===== src/sv/tche_pkg.sv =====
// Package for the thermal contact heat exchange block.
// Holds widths, register indexes, status codes and the transfer structs.
// No dependencies.
package tche_pkg;

    localparam int NUM_MATERIALS = 4;
    localparam int SLOTS         = 4;

    localparam int MASS_W  = 16;
    localparam int TEMP_W  = 16;
    localparam int CP_W    = 16;
    localparam int INV_W   = 32;
    localparam int ACT_W   = 3;
    localparam int RATE_W  = 32;
    localparam int STAT_W  = 2;
    localparam int IDX_W   = 3;
    localparam int DATA_W  = 32;

    localparam int MC_W    = MASS_W + CP_W;
    localparam int TMC_W   = MC_W + TEMP_W;
    localparam int DEN_W   = MC_W + 2;
    localparam int NUM_W   = TMC_W + 2;
    localparam int QUO_W   = TEMP_W + 8;
    localparam int PROD_W  = QUO_W + INV_W;

    localparam int DIV_STAGES = QUO_W;
    localparam int SIDE_DEPTH = DIV_STAGES + 4;
    localparam int LATENCY    = DIV_STAGES + 7;

    localparam logic [IDX_W-1:0] REG_HC0    = 3'd0;
    localparam logic [IDX_W-1:0] REG_HC1    = 3'd1;
    localparam logic [IDX_W-1:0] REG_HC2    = 3'd2;
    localparam logic [IDX_W-1:0] REG_HC3    = 3'd3;
    localparam logic [IDX_W-1:0] REG_INV_TS = 3'd4;
    localparam logic [IDX_W-1:0] REG_ACTIVE = 3'd5;

    localparam logic [STAT_W-1:0] ST_OK   = 2'd0;
    localparam logic [STAT_W-1:0] ST_ZERO = 2'd1;
    localparam logic [STAT_W-1:0] ST_SAT  = 2'd2;

    typedef struct packed {
        logic [MASS_W-1:0] mass_0;
        logic [MASS_W-1:0] mass_1;
        logic [MASS_W-1:0] mass_2;
        logic [MASS_W-1:0] mass_3;
        logic [TEMP_W-1:0] temp_0;
        logic [TEMP_W-1:0] temp_1;
        logic [TEMP_W-1:0] temp_2;
        logic [TEMP_W-1:0] temp_3;
    } node_in_t;

    typedef struct packed {
        logic signed [RATE_W-1:0] rate_0;
        logic signed [RATE_W-1:0] rate_1;
        logic signed [RATE_W-1:0] rate_2;
        logic signed [RATE_W-1:0] rate_3;
        logic [STAT_W-1:0]        status;
    } node_out_t;

    typedef struct packed {
        logic [SLOTS-1:0]             mask;
        logic [SLOTS-1:0][TEMP_W-1:0] temp;
    } side_t;

endpackage


===== src/sv/tche_lane_rate.sv =====
// Back half of one material lane: difference to the contact temperature,
// scaling by the reciprocal step and saturation. Depends on tche_pkg.
module tche_lane_rate (
    input  logic                               clk,
    input  logic [tche_pkg::QUO_W-1:0]         contact,
    input  logic [tche_pkg::TEMP_W-1:0]        temp,
    input  logic [tche_pkg::INV_W-1:0]         inv_ts,
    input  logic                               act,
    input  logic                               zero,
    output logic signed [tche_pkg::RATE_W-1:0] rate,
    output logic                               sat
);
    import tche_pkg::*;

    localparam int P_W = PROD_W - 16;

    logic [QUO_W-1:0]  own;
    logic [QUO_W-1:0]  mag_reg;
    logic              neg_reg;
    logic              use_reg;
    logic [PROD_W-1:0] prod_reg;
    logic              neg2_reg;
    logic              use2_reg;
    logic [P_W-1:0]    p;
    logic              over;

    assign own = {temp, 8'd0};

    always_ff @(posedge clk)
    begin
        mag_reg  <= (contact >= own) ? contact - own : own - contact;
        neg_reg  <= contact < own;
        use_reg  <= act && !zero;
        prod_reg <= PROD_W'(mag_reg) * PROD_W'(inv_ts);
        neg2_reg <= neg_reg;
        use2_reg <= use_reg;
    end

    always_comb
    begin
        p = prod_reg[PROD_W-1:16];
        if (!neg2_reg)
        begin
            over = p[P_W-1:RATE_W-1] != '0;
        end
        else
        begin
            over = p > P_W'(64'h8000_0000);
        end
        sat = use2_reg && over;
        if (!use2_reg)
        begin
            rate = '0;
        end
        else if (!neg2_reg)
        begin
            rate = over ? RATE_W'(32'h7FFF_FFFF) : p[RATE_W-1:0];
        end
        else
        begin
            rate = over ? RATE_W'(32'h8000_0000) : RATE_W'(~p[RATE_W-1:0] + 1'b1);
        end
    end

endmodule


===== config.mk =====
export PLATFORM = sky130hd
export DESIGN_NAME = tche_lane_rate
export DESIGN_NICKNAME = d
export VERILOG_FILES = /design/src/sv/tche_pkg.sv /design/src/sv/tche_lane_rate.sv
export SDC_FILE = /design/constraint.sdc
export NUM_CORES = 2
export LEC_CHECK = 0
export BUFFER_PORTS_ARGS = -buffer_cell sky130_fd_sc_hd__buf_4
export CORE_MARGIN = 3
export CORE_UTILIZATION = 65
export DETAILED_ROUTE_END_ITERATION = 10
export GPL_ROUTABILITY_DRIVEN = 0
export GPL_TIMING_DRIVEN = 0
export PLACE_DENSITY = 0.83
export SETUP_SLACK_MARGIN = 0.05
export SYNTH_ARGS = -nofsm -noshare
export SYNTH_HDL_FRONTEND = slang
export SYNTH_SLANG_ARGS = --single-unit

===== constraint.sdc =====
create_clock -name clk -period 10.85 [get_ports clk]
set_input_delay 0.5425 -clock clk [delete_from_list [all_inputs] [get_ports clk]]
set_output_delay 0.5425 -clock clk [all_outputs]
set_load 0.05 [all_outputs]

==> flow_summary.toml <==
[finish]
drive_above_1_share_pct = 4.234
layout_commonest_cell = "inv_1"
area_growth_pct = 6.430
layout_common_cells = "inv_1, fa_1, nand2_1"
nets = 4386
largest_reg_flops = 40

[logic_synthesis]
yosysTopAreaCellShare_pct = 45.65
synthAdderAreaFrac_pct = 54.75
synth_top_family_by_area = "adder cells"
synthMuxAreaShare_pct = 0.2515
yosysSeqAreaShare_pct = 4.718
yosys.area.top_type = "fa_1"
synth_nets = 4268
syn-cell-area_um2 = 28860
netlist_instances = 3325
synthXorXnorAreaFrac_pct = 2.550
synth-edff-count = 0
synthArstFlopShare_pct = 0
synth_ff_type = "dfxtp_1"
yosys-top-cells-area = "fa_1, inv_1, ha_1, and2_1, nand2_1"
ys_ff_latch = 68
yosys.area_share.simple_pct = 18.79
synth-compound-area-share_pct = 6.912
yosysWarnings = 0
syn_avg_cell_area_um2 = 8.679
ys_types = 65

[clock_network]
numCtsBuffers = 9
clock_latency_ns = 0.39
post_cts_buffers = 0
ctsResizeCount = 0
clk_pin_slew_ns = 0.07
cts_hold_buf = 0
root_buffer = "clkbuf_16"
cts_tree = "done"
cts_buffer_depth = 2
cts_max_level = 3
cts_sinks = 68

[outcome]
outcome = "complete, but fails checks"
violations = "DRC"

[min_path]
hp-start = "contact[0]"
hold_path_depth = 1
hold_end = "mag_reg[0]"
hp-class = "input port to flip-flop"

[worst_setup_path]
crit_required_ns = 11.07
reg2reg_depth = 23
r2r_slack_ns = 2.29
worstSetupEndpointType = "flip-flop"
timing.rr.start = "mag_reg[4]"
critPathLaunchType = "flip-flop"
rr_endpoint = "prod_reg[53]"
critPathKind = "flip-flop to flip-flop"
startpoint = "mag_reg[4]"
worstPathArrival_ns = 8.79
critPathMaxFanout = 10

[floorplanning]
chipHeight_um = 216.7
core_um2 = 43460
start_util_pct = 66.40
rows = 76
die_x_um = 216.7
die-area_um2 = 46960
io_pins = 108

[run]
maxCapViolations = 0

[sta]
skew_ns = 0.03246
drv_slew = 0
fmax_ghz = 0.1168
finalHoldViolCount = 0
fin_crit_ns = 8.563
setup_viol = 0
rsz0062_at_grt = "false"
fin_crit_sh_pct = 78.92
max_slew_margin_pct = 24.14
fin_setup_tns_ns = 0
worst_pin_slew_ns = 1.138

[global_routing]
grt_usage_pct = 40.68
grt_pass1_wl_um = 144600
grt_start_max_net_pins = 15
antenna_found_initial = 8
grt_pass1_vias = 26460
overflow = 0

[route]
wl_um = 93140
routed_via_density = 6.123
ant_nets = 0
num_vias = 24720
drt-initial-drc-count = 2991
drc = 1
firstDrtPassIters = 11
wl_per_cell_um = 23.07

[placement]
io_buffers = 107
hpwl_um = 76070
-- synthesized netlist by cell type (3+ instances only) --
cell type    n
a2111oi_0    4
a211o_1     10
a211oi_1    11
a21boi_0     3
a21o_1      40
a21oi_1    101
a221o_1      3
a221oi_1     7
a31oi_1      7
a41oi_1      3
and2_1     412
and3_1      12
and4_1       3
clkbuf_1   171
dfxtp_1     68
fa_1       658
ha_1       210
inv_1      749
mux2i_1      5
nand2_1    452
nand2b_1     4
nand3_1     22
nand4_1     19
nor2_1      70
nor2b_1      7
nor3_1      19
nor3b_1      3
nor4_1       9
o211a_1      3
o211ai_1     8
o21a_1       4
o21ai_0     56
o21bai_1    15
o31ai_1      9
o41ai_1      5
or2_2        8
or3_1        9
or4_1        8
xnor2_1     40
xor2_1      44
-- through the flow --
| stage | setup WS [ns] | utilization [%] | hold slack, ns | area, µm² | std cells |
|---|---|---|---|---|---|
| 4_1_cts | 2.591 | 70.64 | 0.2965 | 30700 | 4033 |
| 2_1_floorplan | 4.021 | - | 0.3096 | 28860 | 3325 |
| 5_1_grt | 2.276 | 70.65 | 0.3076 | 30700 | 4034 |
| 3_3_place_gp | 2.779 | 69.94 | 0.3152 | 30390 | 4017 |
| 6_report | 2.287 | 70.67 | 0.3060 | 30710 | 4038 |
| 3_5_place_dp | 2.606 | 69.94 | 0.3128 | 30390 | 4017 |
-- cell families after synthesis --
logic type	after synthesis
AO/OA/AOI/OAI	305
buffers and inverters	924
AND/OR/NAND/NOR	1069
adder cells (fa/ha/maj)	868
XOR/XNOR	84
flip-flops	68
multiplexers	7
-- layer usage --
layer  part of all wire, %  track usage [%]
met1                    33            47.66
met4                   7.8            23.64
met3                    16            18.51
met2                    43            61.74
met5                  0.15            2.292
-- critical path, cell delays in order, from the launching register on --
cell and delay (ns):
dfxtp_1 0.84, clkbuf_1 0.78, nand2_1 0.19, fa_1 0.55, inv_1 0.05, fa_1 0.47, inv_1 0.06, fa_1 0.50
fa_1 0.53, inv_1 0.06, fa_1 0.49, fa_1 0.50, inv_1 0.05, fa_1 0.52, inv_1 0.06, ha_1 0.26
clkbuf_1 0.19, nand2_1 0.13, o21ai_0 0.16, a221o_1 0.37, o31ai_1 0.63, o21ai_0 0.33, a2111oi_0 0.57, a211oi_1 0.11
-- worst max-delay path by stage --
stage	to	cells after the start
after detailed placement	prod_reg[50]	24
after global routing	prod_reg[53]	22
final	prod_reg[53]	23
after floorplan	prod_reg[53]	22
after global placement	prod_reg[50]	23
after CTS	prod_reg[53]	23
-- final cells by class --
| cell class | instances | area (µm²) |
|---|---|---|
| Multi-Input combinational cell | 2333 | 24020 |
| Fill cell | 3318 | 12740 |
| Inverter | 749 | 2811 |
| Sequential cell | 68 | 1361 |
| Timing Repair Buffer | 107 | 803.3 |
| Tap cell | 585 | 732.0 |
| Buffer | 175 | 659.4 |
| Clock buffer | 9 | 225.2 |
| Clock inverter | 7 | 82.58 |
| Antenna cell | 5 | 12.51 |
Power is left out: the tool's default activity adds up to more than one toggle a clock period on the data nets, which glitch-free logic cannot reach.
