## src/sv/tche_pkg.sv

```systemverilog
// Package for the thermal contact heat exchange block.
// Holds widths, register indexes, status codes and the transfer structs.
// No dependencies.
package tche_pkg;

    localparam int NUM_MATERIALS = 4;
    localparam int SLOTS         = 4;

    localparam int MASS_W  = 16;
    localparam int TEMP_W  = 16;
    localparam int CP_W    = 16;
    localparam int INV_W   = 32;
    localparam int ACT_W   = 3;
    localparam int RATE_W  = 32;
    localparam int STAT_W  = 2;
    localparam int IDX_W   = 3;
    localparam int DATA_W  = 32;

    localparam int MC_W    = MASS_W + CP_W;
    localparam int TMC_W   = MC_W + TEMP_W;
    localparam int DEN_W   = MC_W + 2;
    localparam int NUM_W   = TMC_W + 2;
    localparam int QUO_W   = TEMP_W + 8;
    localparam int PROD_W  = QUO_W + INV_W;

    localparam int DIV_STAGES = QUO_W;
    localparam int SIDE_DEPTH = DIV_STAGES + 4;
    localparam int LATENCY    = DIV_STAGES + 7;

    localparam logic [IDX_W-1:0] REG_HC0    = 3'd0;
    localparam logic [IDX_W-1:0] REG_HC1    = 3'd1;
    localparam logic [IDX_W-1:0] REG_HC2    = 3'd2;
    localparam logic [IDX_W-1:0] REG_HC3    = 3'd3;
    localparam logic [IDX_W-1:0] REG_INV_TS = 3'd4;
    localparam logic [IDX_W-1:0] REG_ACTIVE = 3'd5;

    localparam logic [STAT_W-1:0] ST_OK   = 2'd0;
    localparam logic [STAT_W-1:0] ST_ZERO = 2'd1;
    localparam logic [STAT_W-1:0] ST_SAT  = 2'd2;

    typedef struct packed {
        logic [MASS_W-1:0] mass_0;
        logic [MASS_W-1:0] mass_1;
        logic [MASS_W-1:0] mass_2;
        logic [MASS_W-1:0] mass_3;
        logic [TEMP_W-1:0] temp_0;
        logic [TEMP_W-1:0] temp_1;
        logic [TEMP_W-1:0] temp_2;
        logic [TEMP_W-1:0] temp_3;
    } node_in_t;

    typedef struct packed {
        logic signed [RATE_W-1:0] rate_0;
        logic signed [RATE_W-1:0] rate_1;
        logic signed [RATE_W-1:0] rate_2;
        logic signed [RATE_W-1:0] rate_3;
        logic [STAT_W-1:0]        status;
    } node_out_t;

    typedef struct packed {
        logic [SLOTS-1:0]             mask;
        logic [SLOTS-1:0][TEMP_W-1:0] temp;
    } side_t;

endpackage

```

## src/sv/tche_div.sv

```systemverilog
// Pipelined restoring divider, one quotient bit per stage.
// Gives floor(num * 256 / den) when that fits the quotient. Depends on tche_pkg.
module tche_div (
    input  logic                        clk,
    input  logic [tche_pkg::NUM_W-1:0]  num,
    input  logic [tche_pkg::DEN_W-1:0]  den,
    output logic [tche_pkg::QUO_W-1:0]  quo
);
    import tche_pkg::*;

    logic [DEN_W-1:0] rem_reg [DIV_STAGES];
    logic [QUO_W-1:0] low_reg [DIV_STAGES];
    logic [QUO_W-1:0] q_reg   [DIV_STAGES];
    logic [DEN_W-1:0] d_reg   [DIV_STAGES];

    genvar k;
    generate
        for (k = 0; k < DIV_STAGES; k++)
        begin : g_stage
            logic [DEN_W-1:0] rem_in;
            logic [QUO_W-1:0] low_in;
            logic [QUO_W-1:0] q_in;
            logic [DEN_W-1:0] d_in;
            logic [DEN_W:0]   trial;
            logic             ge;

            if (k == 0)
            begin : g_first
                assign rem_in = num[NUM_W-1 -: DEN_W];
                assign low_in = {num[NUM_W-DEN_W-1:0], 8'd0};
                assign q_in   = '0;
                assign d_in   = den;
            end
            else
            begin : g_next
                assign rem_in = rem_reg[k-1];
                assign low_in = low_reg[k-1];
                assign q_in   = q_reg[k-1];
                assign d_in   = d_reg[k-1];
            end

            assign trial = {rem_in, low_in[QUO_W-1]};
            assign ge    = trial >= {1'b0, d_in};

            always_ff @(posedge clk)
            begin
                rem_reg[k] <= ge ? DEN_W'(trial - {1'b0, d_in}) : trial[DEN_W-1:0];
                low_reg[k] <= {low_in[QUO_W-2:0], 1'b0};
                q_reg[k]   <= {q_in[QUO_W-2:0], ge};
                d_reg[k]   <= d_in;
            end
        end
    endgenerate

    assign quo = q_reg[DIV_STAGES-1];

endmodule

```

## config.mk

```make
export PLATFORM = sky130hd
export DESIGN_NAME = tche_div
export DESIGN_NICKNAME = d
export VERILOG_FILES = /design/src/sv/tche_pkg.sv /design/src/sv/tche_div.sv
export SDC_FILE = /design/constraint.sdc
export NUM_CORES = 2
export LEC_CHECK = 0
export BUFFER_PORTS_ARGS = -buffer_cell sky130_fd_sc_hd__buf_4
export CAP_MARGIN = 10
export CORE_MARGIN = 1.5
export CORE_UTILIZATION = 60
export DETAILED_ROUTE_END_ITERATION = 7
export PLACE_DENSITY = 0.85
export SLEW_MARGIN = 10
export SYNTH_ARGS = -nofsm -noshare
export SYNTH_HDL_FRONTEND = slang
export SYNTH_SLANG_ARGS = --single-unit
```

## constraint.sdc

```tcl
create_clock -name clk -period 4.9 [get_ports clk]
set_input_delay 1.225 -clock clk [delete_from_list [all_inputs] [get_ports clk]]
set_output_delay 1.225 -clock clk [all_outputs]
set_load 0.01 [all_outputs]
```

==> flow_summary.ini <==
[global_route]
grt_start_max_net_pins = 59
first_global_vias = 67860
grt_pass1_wl_um = 350500
antenna_found_initial = 5
gr-usage-all-layers = 0.2800
grt_overflow = 0

[final_layout]
final_core_util = 0.6714
multi_input_comb_area_mm2 = 0.04638
n_fill_cell = 11660
nets = 10820
ff_latch_area_mm2 = 0.03972
syn2layout_area_growth_pct = 10.90
layout-drive-gt1-share = 0.07870
design_area_mm2 = 0.1007
stdcell_count = 12080

[min_path]
hp-start = q_reg[19][15]$_DFF_P_
hold_class = reg2reg
whs_path_depth = 0
holdPathEnd = q_reg[20][16]$_DFF_P_

[timing]
period_share = 0.8815
hold_viol = 0
fmax_mhz = 231.5
slew_violations = 0
max_slew_margin = 0.2816
rsz0062_at_grt = no
setup_tns_ps = 0
fin_skew_ps = 37.59
finalSetupViolations = 0
min_period_ps = 4320
worst_pin_slew_ps = 1068

[synthesis]
yosys_warnings = 0
synthFlopType = dfxtp_1
synthesis.area_mm2 = 0.09078
syn_avg_cell_area_um2 = 9.259
synth_commonest_cells = 1984 x dfxtp_1, 1014 x inv_1, 932 x a21oi_1, 815 x ha_1, 694 x nand2_1
synth.area.top_cells = dfxtp_1 44%, ha_1 11%, a21oi_1 5.1%, inv_1 4.2%, xnor2_1 3.8%
synth_top_cell_by_area = dfxtp_1
syn_nets = 10730
async_reset_ff_frac = 0
synth_edf_count = 0
synthCells = 9804
yosysMostFrequentCell = dfxtp_1
yosysTopAreaCellShare = 0.4375
ys_seq_elements = 1984
yosysSeqAreaShare = 0.4375
synth_cell_types = 102

[setup_path]
critPathArrivalTime_ps = 5050
critical_path_required_ps = 5630
reg2reg_from = d_reg[0][141]$_DFF_P_
critPathLaunchType = flip-flop
critPathKind = reg2reg
cpMaxStageDelayCell = a311oi_1
cp-end-kind = flip-flop
rrSetupSlack_ps = 580
path_cells = inv_1, ha_1, nand2_1, nor2_1, a21boi_1, o2111ai_1, a31oi_1, o221ai_1, a311oi_1, o211ai_1, o41ai_4, buf_12, mux2_2
rr_endpoint = rem_reg[0][181]$_DFF_P_
worstRegToRegCells = 13
slowest_delay_ps = 530
cp_max_fo = 54

[drt]
firstDrtPassIters = 5
drt_wl_total_um = 219300
drtAntennaViolNets = 0
drtIter0Drc = 5372
wl_per_cell_um = 18.15
viasPerCell = 5.791
via_count = 69960
drcViolationCount = 0

[floorplanning]
die_h_um = 392.0
die_area_mm2 = 0.1536
fp.dieW_um = 392.0
core_area_mm2 = 0.1500
start_util = 0.6054
pin_count = 109
num_rows = 142

[clock_network]
cts_resized = 0
clkSinkCount = 1984
htree_num_levels = 4
cts_tree = done
clk_pin_slew_ps = 60
clock_latency_ps = 860
holdBufCountCts = 0
cts_root_buf = clkbuf_16
postCtsSetupRepairBufs = 0
numCtsBuffers = 194
cts_buffer_depth = 3

[placed_design]
portBuffers = 108
place_congestion = 0.9721
hpwlAfterDp_um = 166700
dp_cells = 11720
dpl-instance-area_mm2 = 0.09368

[power_and_ir_drop]
power_density_mw_per_mm2 = 781.8
p_leak_nw = 47.08
irDropWorstVdd_uv = 492.2

[run]
cap_violations = 0

[outcome]
status = finished, final reports clean
## critical path: cells and delay by family (launching register included)
kind / cells / cell delay (ps)
DFF: 1 / 330
buffers and inverters: 2 / 350
adders and majority gates: 1 / 340
AOI/OAI and AO/OA: 7 / 2450
muxes: 1 / 370
and+or+nand+nor: 2 / 320
## final cells by class
| type | instances | area share |
|---|---|---|
| timing repair buffer | 149 | 0.01235 |
| clock inverter | 103 | 0.01483 |
| tap | 2016 | 0.02506 |
| sequential | 1984 | 0.3945 |
| clock buffer | 258 | 0.05459 |
| multi-input combinational | 6554 | 0.4607 |
| inverter | 1015 | 0.03784 |
| antenna | 2 | 0.00004971 |
## layer usage
metal  part of all wire  up-vias  global-route usage
li1                   -    34140                   -
met4              0.033        4             0.09676
met3              0.061      532             0.04271
met1               0.43    33020              0.3595
met5            0.00011        -                   0
met2               0.48     2263              0.4775
## stage by stage
step	power [W]	hold WS, ps	setup slack, ps
floorplan	0.05301	309.6	837.7
global placement	0.06091	309.7	440.9
detailed placement	0.06204	312.1	422.1
CTS	0.07845	299.0	666.9
global route	0.08415	307.9	295.4
finish	0.07871	309.4	580.4
## kinds of logic after synthesis
family	Yosys count	share of synthesized area
AND/OR/NAND/NOR	2067	0.1063
buffers and inverters	1266	0.05375
AO/OA/AOI/OAI	2707	0.1858
adder cells (fa/ha/maj)	838	0.1174
flip-flops	1984	0.4375
multiplexers	266	0.03399
XOR/XNOR	676	0.06522
## where the power goes
group | total, W | switching, W | internal [W] | leakage (nW)
sequential | 0.0245 | 0.00308 | 0.0215 | 16.7
combinational | 0.0383 | 0.0216 | 0.0167 | 26.9
clock | 0.0158 | 0.00654 | 0.00930 | 3.42
## how the worst max path moves through the flow
stage | from | to
floorplan | den[1] | rem_reg[0][17]$_DFF_P_
CTS | d_reg[1][1]$_DFF_P_ | rem_reg[1][39]$_DFF_P_
finish | d_reg[0][141]$_DFF_P_ | rem_reg[0][181]$_DFF_P_
detailed placement | den[1] | rem_reg[0][21]$_DFF_P_
global placement | num[15] | rem_reg[0][30]$_DFF_P_
global route | low_reg[0][183]$_DFF_P_ | rem_reg[1][30]$_DFF_P_
## placed cells by master (no fill, tap or decap), drive strengths merged, types with 23 or more instances in the layout
cell type	count
a2111oi	28
a211oi	54
a21boi	30
a21o	437
a21oi	935
a221oi	27
a31oi	76
and2	35
and3	78
buf	149
bufinv	25
clkbuf	258
clkinv	58
dfxtp	1984
fa	23
ha	815
inv	1024
mux2	254
nand2	694
nand2b	96
nand3	152
nand4	132
nor2	556
nor2b	92
nor3	82
nor4	33
o211ai	30
o21a	84
o21ai	621
o21bai	108
o31ai	50
or2	29
or3	25
xnor2	396
xor2	280
No activity file was read; power rests on OpenSTA's default activity.
