===== src/sv/tche_pkg.sv =====
// Package for the thermal contact heat exchange block.
// Holds widths, register indexes, status codes and the transfer structs.
// No dependencies.
package tche_pkg;

    localparam int NUM_MATERIALS = 4;
    localparam int SLOTS         = 4;

    localparam int MASS_W  = 16;
    localparam int TEMP_W  = 16;
    localparam int CP_W    = 16;
    localparam int INV_W   = 32;
    localparam int ACT_W   = 3;
    localparam int RATE_W  = 32;
    localparam int STAT_W  = 2;
    localparam int IDX_W   = 3;
    localparam int DATA_W  = 32;

    localparam int MC_W    = MASS_W + CP_W;
    localparam int TMC_W   = MC_W + TEMP_W;
    localparam int DEN_W   = MC_W + 2;
    localparam int NUM_W   = TMC_W + 2;
    localparam int QUO_W   = TEMP_W + 8;
    localparam int PROD_W  = QUO_W + INV_W;

    localparam int DIV_STAGES = QUO_W;
    localparam int SIDE_DEPTH = DIV_STAGES + 4;
    localparam int LATENCY    = DIV_STAGES + 7;

    localparam logic [IDX_W-1:0] REG_HC0    = 3'd0;
    localparam logic [IDX_W-1:0] REG_HC1    = 3'd1;
    localparam logic [IDX_W-1:0] REG_HC2    = 3'd2;
    localparam logic [IDX_W-1:0] REG_HC3    = 3'd3;
    localparam logic [IDX_W-1:0] REG_INV_TS = 3'd4;
    localparam logic [IDX_W-1:0] REG_ACTIVE = 3'd5;

    localparam logic [STAT_W-1:0] ST_OK   = 2'd0;
    localparam logic [STAT_W-1:0] ST_ZERO = 2'd1;
    localparam logic [STAT_W-1:0] ST_SAT  = 2'd2;

    typedef struct packed {
        logic [MASS_W-1:0] mass_0;
        logic [MASS_W-1:0] mass_1;
        logic [MASS_W-1:0] mass_2;
        logic [MASS_W-1:0] mass_3;
        logic [TEMP_W-1:0] temp_0;
        logic [TEMP_W-1:0] temp_1;
        logic [TEMP_W-1:0] temp_2;
        logic [TEMP_W-1:0] temp_3;
    } node_in_t;

    typedef struct packed {
        logic signed [RATE_W-1:0] rate_0;
        logic signed [RATE_W-1:0] rate_1;
        logic signed [RATE_W-1:0] rate_2;
        logic signed [RATE_W-1:0] rate_3;
        logic [STAT_W-1:0]        status;
    } node_out_t;

    typedef struct packed {
        logic [SLOTS-1:0]             mask;
        logic [SLOTS-1:0][TEMP_W-1:0] temp;
    } side_t;

endpackage


===== src/sv/tche_lane_front.sv =====
// Front half of one material lane: heat capacity m*Cp and weighted T*m*Cp.
// Two register stages. Depends on tche_pkg.
module tche_lane_front (
    input  logic                         clk,
    input  logic [tche_pkg::MASS_W-1:0]  mass,
    input  logic [tche_pkg::TEMP_W-1:0]  temp,
    input  logic [tche_pkg::CP_W-1:0]    cp,
    input  logic                         act,
    output logic [tche_pkg::MC_W-1:0]    mc,
    output logic [tche_pkg::TMC_W-1:0]   tmc
);
    import tche_pkg::*;

    logic [MC_W-1:0]   mc1_reg;
    logic [TEMP_W-1:0] temp1_reg;
    logic [MC_W-1:0]   mc2_reg;
    logic [TMC_W-1:0]  tmc2_reg;

    always_ff @(posedge clk)
    begin
        mc1_reg   <= act ? MC_W'(mass) * MC_W'(cp) : '0;
        temp1_reg <= temp;
        mc2_reg   <= mc1_reg;
        tmc2_reg  <= TMC_W'(temp1_reg) * TMC_W'(mc1_reg);
    end

    assign mc  = mc2_reg;
    assign tmc = tmc2_reg;

endmodule


===== config.mk =====
export PLATFORM = sky130hd
export DESIGN_NAME = tche_lane_front
export DESIGN_NICKNAME = d
export VERILOG_FILES = /design/src/sv/tche_pkg.sv /design/src/sv/tche_lane_front.sv
export SDC_FILE = /design/constraint.sdc
export NUM_CORES = 2
export LEC_CHECK = 0
export BUFFER_PORTS_ARGS = -buffer_cell sky130_fd_sc_hd__buf_2
export CELL_PAD_IN_SITES_DETAIL_PLACEMENT = 0
export CELL_PAD_IN_SITES_GLOBAL_PLACEMENT = 1
export CORE_ASPECT_RATIO = 1.25
export CORE_MARGIN = 2
export CORE_UTILIZATION = 45
export CTS_CLUSTER_SIZE = 24
export DETAILED_ROUTE_END_ITERATION = 6
export HOLD_SLACK_MARGIN = 0.06
export PLACE_DENSITY = 0.87
export SKIP_LAST_GASP = 1
export SLEW_MARGIN = 20
export SYNTH_ARGS = -nofsm -noshare
export SYNTH_HDL_FRONTEND = slang
export SYNTH_SLANG_ARGS = --single-unit

===== constraint.sdc =====
create_clock -name clk -period 6.1 [get_ports clk]
set_clock_uncertainty 0.2 [all_clocks]
set_input_delay 0.61 -clock clk [delete_from_list [all_inputs] [get_ports clk]]
set_output_delay 0.61 -clock clk [all_outputs]
set_load 0.1 [all_outputs]

==> impl_summary.txt <==
----------------------------------------------------
[Logic synthesis]
  Average footprint of a synthesized cell ... 9.12 um^2
  Share of the yosys chip area belonging to registers ... 0.0940
  Distinct cells, synth ... 67
  Total nets after synthesis ... 3878
  Post-synthesis instance area ... 27300 um^2
  Number of synthesized flops with an enable pin ... 0
  Number of synthesized register bits ... 128
  Proportion of synthesized flip-flops having asynchronous set or reset ... 0
  Main synth FF type ... dfxtp_1
  Number of synthesis warnings ... 0
  Post-synthesis instance total ... 2992

[Final layout]
  # nets final ... 4286
  Fill cell count ... 5120
  Share of final-layout standard cells stronger than drive strength 1 ... 0.207
  Post-route insts no fill ... 4181
  Signed area change from the synthesized netlist to the final layout ... 22.6%
  Max reg flops ... 48

[Global routing]
  Grt met2 use ... 0.423
  Via count of the first global-routing pass ... 23100
  Remaining global-route overflow ... 0
  Busiest layer in global routing ... met2
  Initial antenna violation count ... 5
  Total routing resource utilization after global routing ... 0.243
  Largest net degree at the start of global routing ... 42
  Met1 global-route usage ... 0.304
  Met3 global-route usage ... 0.0418
  Wire length of the first global-routing pass ... approximately 120 mm

[Worst setup path]
  Req. time, crit path ... 6290 ps
  Critical path data arrival time ... 6490 ps
  CP endpoint kind ... flip-flop
  FF-to-FF setup slack ... -200 ps
  Worst setup SP type ... flip-flop
  Crit Path Class ... reg2reg
  Maximum fanout count along the critical path ... 7

[Drt]
  Detailed-routing iteration count for the pre-antenna-repair pass ... 5
  Routed Wire Length ... 73.8 mm
  DRC marker count from the first detailed-route iteration ... 1245
  Number of vias in the routed layout ... 21400
  Routed len/inst ... 17.6 um
  Drt via density ... 5.12
  Final antenna-violating net count ... 0
  Drt drc ... 0

[STA]
  Hold Violations, Final ... 0
  Maximum achievable frequency ... 159 MHz
  Total count of max-transition violations in the final report ... 0
  Slack of the critical path ... -197 ps
  Final count of negative-setup-slack endpoints ... 12
  Crit path time final ... 6300 ps
  Setup tns final ... -1090 ps
  Worst Max-Slew Pin Slew ... 819 ps
  Final period util ... 1.03
  Max-Slew Margin vs Limit ... 0.453
  Setup repair after global routing missed its margin ... true

[Floorplanning]
  Die X ... 224 um
  Die span in y ... 279 um
  Area enclosed by the die boundary ... 62600 um^2
  Initial core utilization ... 0.456
  I/O pin total ... between 100 and 150
  Core ar. ... 59800 um^2
  Site row count ... 100

[Placed design]
  Total of buffers placed on input and output ports ... 129
  Count of placed standard cells including taps ... 4093
  Placer congestion estimate ... 0.897
  Dpl hpwl ... about 60 mm
  Post-placement worst setup slack ... -487 ps

[Flow run]
  Maxcap violations ... 0

[Clock network]
  Clock edge transition at the registers on the reported setup and hold paths ... 70 ps
  CTS Sinks ... 128
  CTS root buffer ... clkbuf_16
  H-tree levels ... 4
  Clock tree from TritonCTS ... yes
  TritonCTS Buffers ... 17
  Clk_lat worst skew ... 470 ps
  Maximum root-to-sink buffer count ... 2

[Status]
  Status ... finished, violations left
  Failing checks ... setup timing

[Worst hold path]
  Type of the worst min-delay path ... in2reg

----------------------------------------------------
==> path summary, 6_finish.rpt <==
check | from | endpoint | cells past startpoint
setup / recovery | temp1_reg[4]$_DFF_P_ | tmc[43]$_DFF_P_ | 22
hold / removal | temp[2] | temp1_reg[2]$_DFF_P_ | 1
setup reg to reg | temp1_reg[4]$_DFF_P_ | tmc[43]$_DFF_P_ | 22
hold reg to reg | mc1_reg[16]$_SDFF_PN0_ | mc[16]$_DFF_P_ | 0
==> metrics by stage <==
stage           util  instance area [um^2]  hold slack [ps]
2_1_floorplan      -                 27400              185
3_3_place_gp   0.524                 31400              311
3_5_place_dp   0.524                 31400              312
4_1_cts        0.553                 33100             64.8
5_1_grt        0.559                 33400             69.4
6_report       0.559                 33400             92.0
==> logic make-up (layout without fill, tap and decap cells) <==
logic type | Yosys count | count (layout) | synth area share
XOR/XNOR | 65 | 65 | 0.0209
multiplexers | 2 | 2 | 0.000734
AO/OA/AOI/OAI | 216 | 216 | 0.0549
buffers and inverters | 808 | 1229 | 0.113
adder cells (fa/ha/maj) | 836 | 836 | 0.552
other | 0 | 3 | 0
flip-flops | 128 | 128 | 0.0940
AND/OR/NAND/NOR | 937 | 937 | 0.165
==> what timing repair did <==
action                                 in CTS  in global routing
setup buffers                              29                 12
cloned                                      5                  1
pin swaps                                  84                 72
setup endpoints to repair                  26                 29
endpoints found under the hold margin      11                  0
hold buffers                               11                  0
gates resized for setup                   154                 74
==> cells in the mapped netlist (3+ instances only) <==
library cell  count  area share
fa_1            612        0.45
nand3_1          19      0.0035
a31oi_1          12      0.0028
o21bai_1          7      0.0019
o31ai_1           3     0.00083
nor2b_1           4     0.00092
and2_1          318       0.073
ha_1            224        0.10
nand2b_1         14      0.0032
a211oi_1          7      0.0019
or2_2             4     0.00092
o211ai_1          9      0.0025
a21boi_0          5      0.0014
inv_1           681       0.094
clkbuf_1        121       0.017
nand2_1         516       0.071
and3_1           12      0.0028
xor2_1           25      0.0080
nor3_1            5     0.00092
o21a_1            7      0.0019
o21ai_0          29      0.0053
dfxtp_1         128       0.094
clkbuf_8          3      0.0015
a21oi_1          63       0.012
nor2_1           24      0.0033
nand4_1          10      0.0023
xnor2_1          40       0.013
a21o_1           37       0.010
==> final cells by class <==
class                           instances  area [um^2]  area share
Multi-Input combinational cell       2056        22300       0.667
Timing Repair Buffer                  516         4320       0.129
Sequential cell                       128         2640      0.0789
Inverter                              681         2560      0.0764
Tap cell                              765          957      0.0286
Clock buffer                           20          457      0.0137
Clock inverter                         12          204     0.00610
Antenna cell                            3         7.51    0.000224
==> layer usage <==
| layer | part of all wire | vias up |
|---|---|---|
| li1 | - | 9652 |
| met5 | 0.00018 | - |
| met2 | 0.50 | 752 |
| met4 | 0.038 | 2 |
| met1 | 0.40 | 10800 |
| met3 | 0.060 | 178 |
==> critical path: stages, from the launching register on <==
cell     delay [ps]
dfxtp_4         400
buf_8           150
and2_1          150
fa_1            530
inv_1            50
fa_1            480
fa_1            500
inv_1            60
fa_1            500
fa_1            490
inv_1            50
fa_1            500
inv_2            50
ha_4            270
nand3_2          90
or3_4           340
o221a_4         300
o21ai_4         150
a31oi_4          60
o41ai_4         420
a31oi_2         170
o21ai_2         150
xor2_1          140
==> cells in the final DEF (no fill, tap or decap), types with 15 or more instances in the layout <==
master     netlist  final
a21o_1          37     37
a21oi_1         63     45
a21oi_2          2     18
and2_1         318    305
buf_12           0     42
buf_2            1    127
buf_4            1    306
clkbuf_16        0     18
dfxtp_1        128     96
dfxtp_2          0     17
dfxtp_4          0     15
fa_1           612    597
fa_2             0     15
ha_1           224    208
ha_4             0     16
inv_1          681    667
nand2_1        516    508
nand3_1         19     16
nor2_1          24     22
o21ai_0         29     19
xnor2_1         40     37
xor2_1          25     23
Power is not shown: default switching activity piles up to over one toggle a cycle in this logic, so the estimate is an artifact.
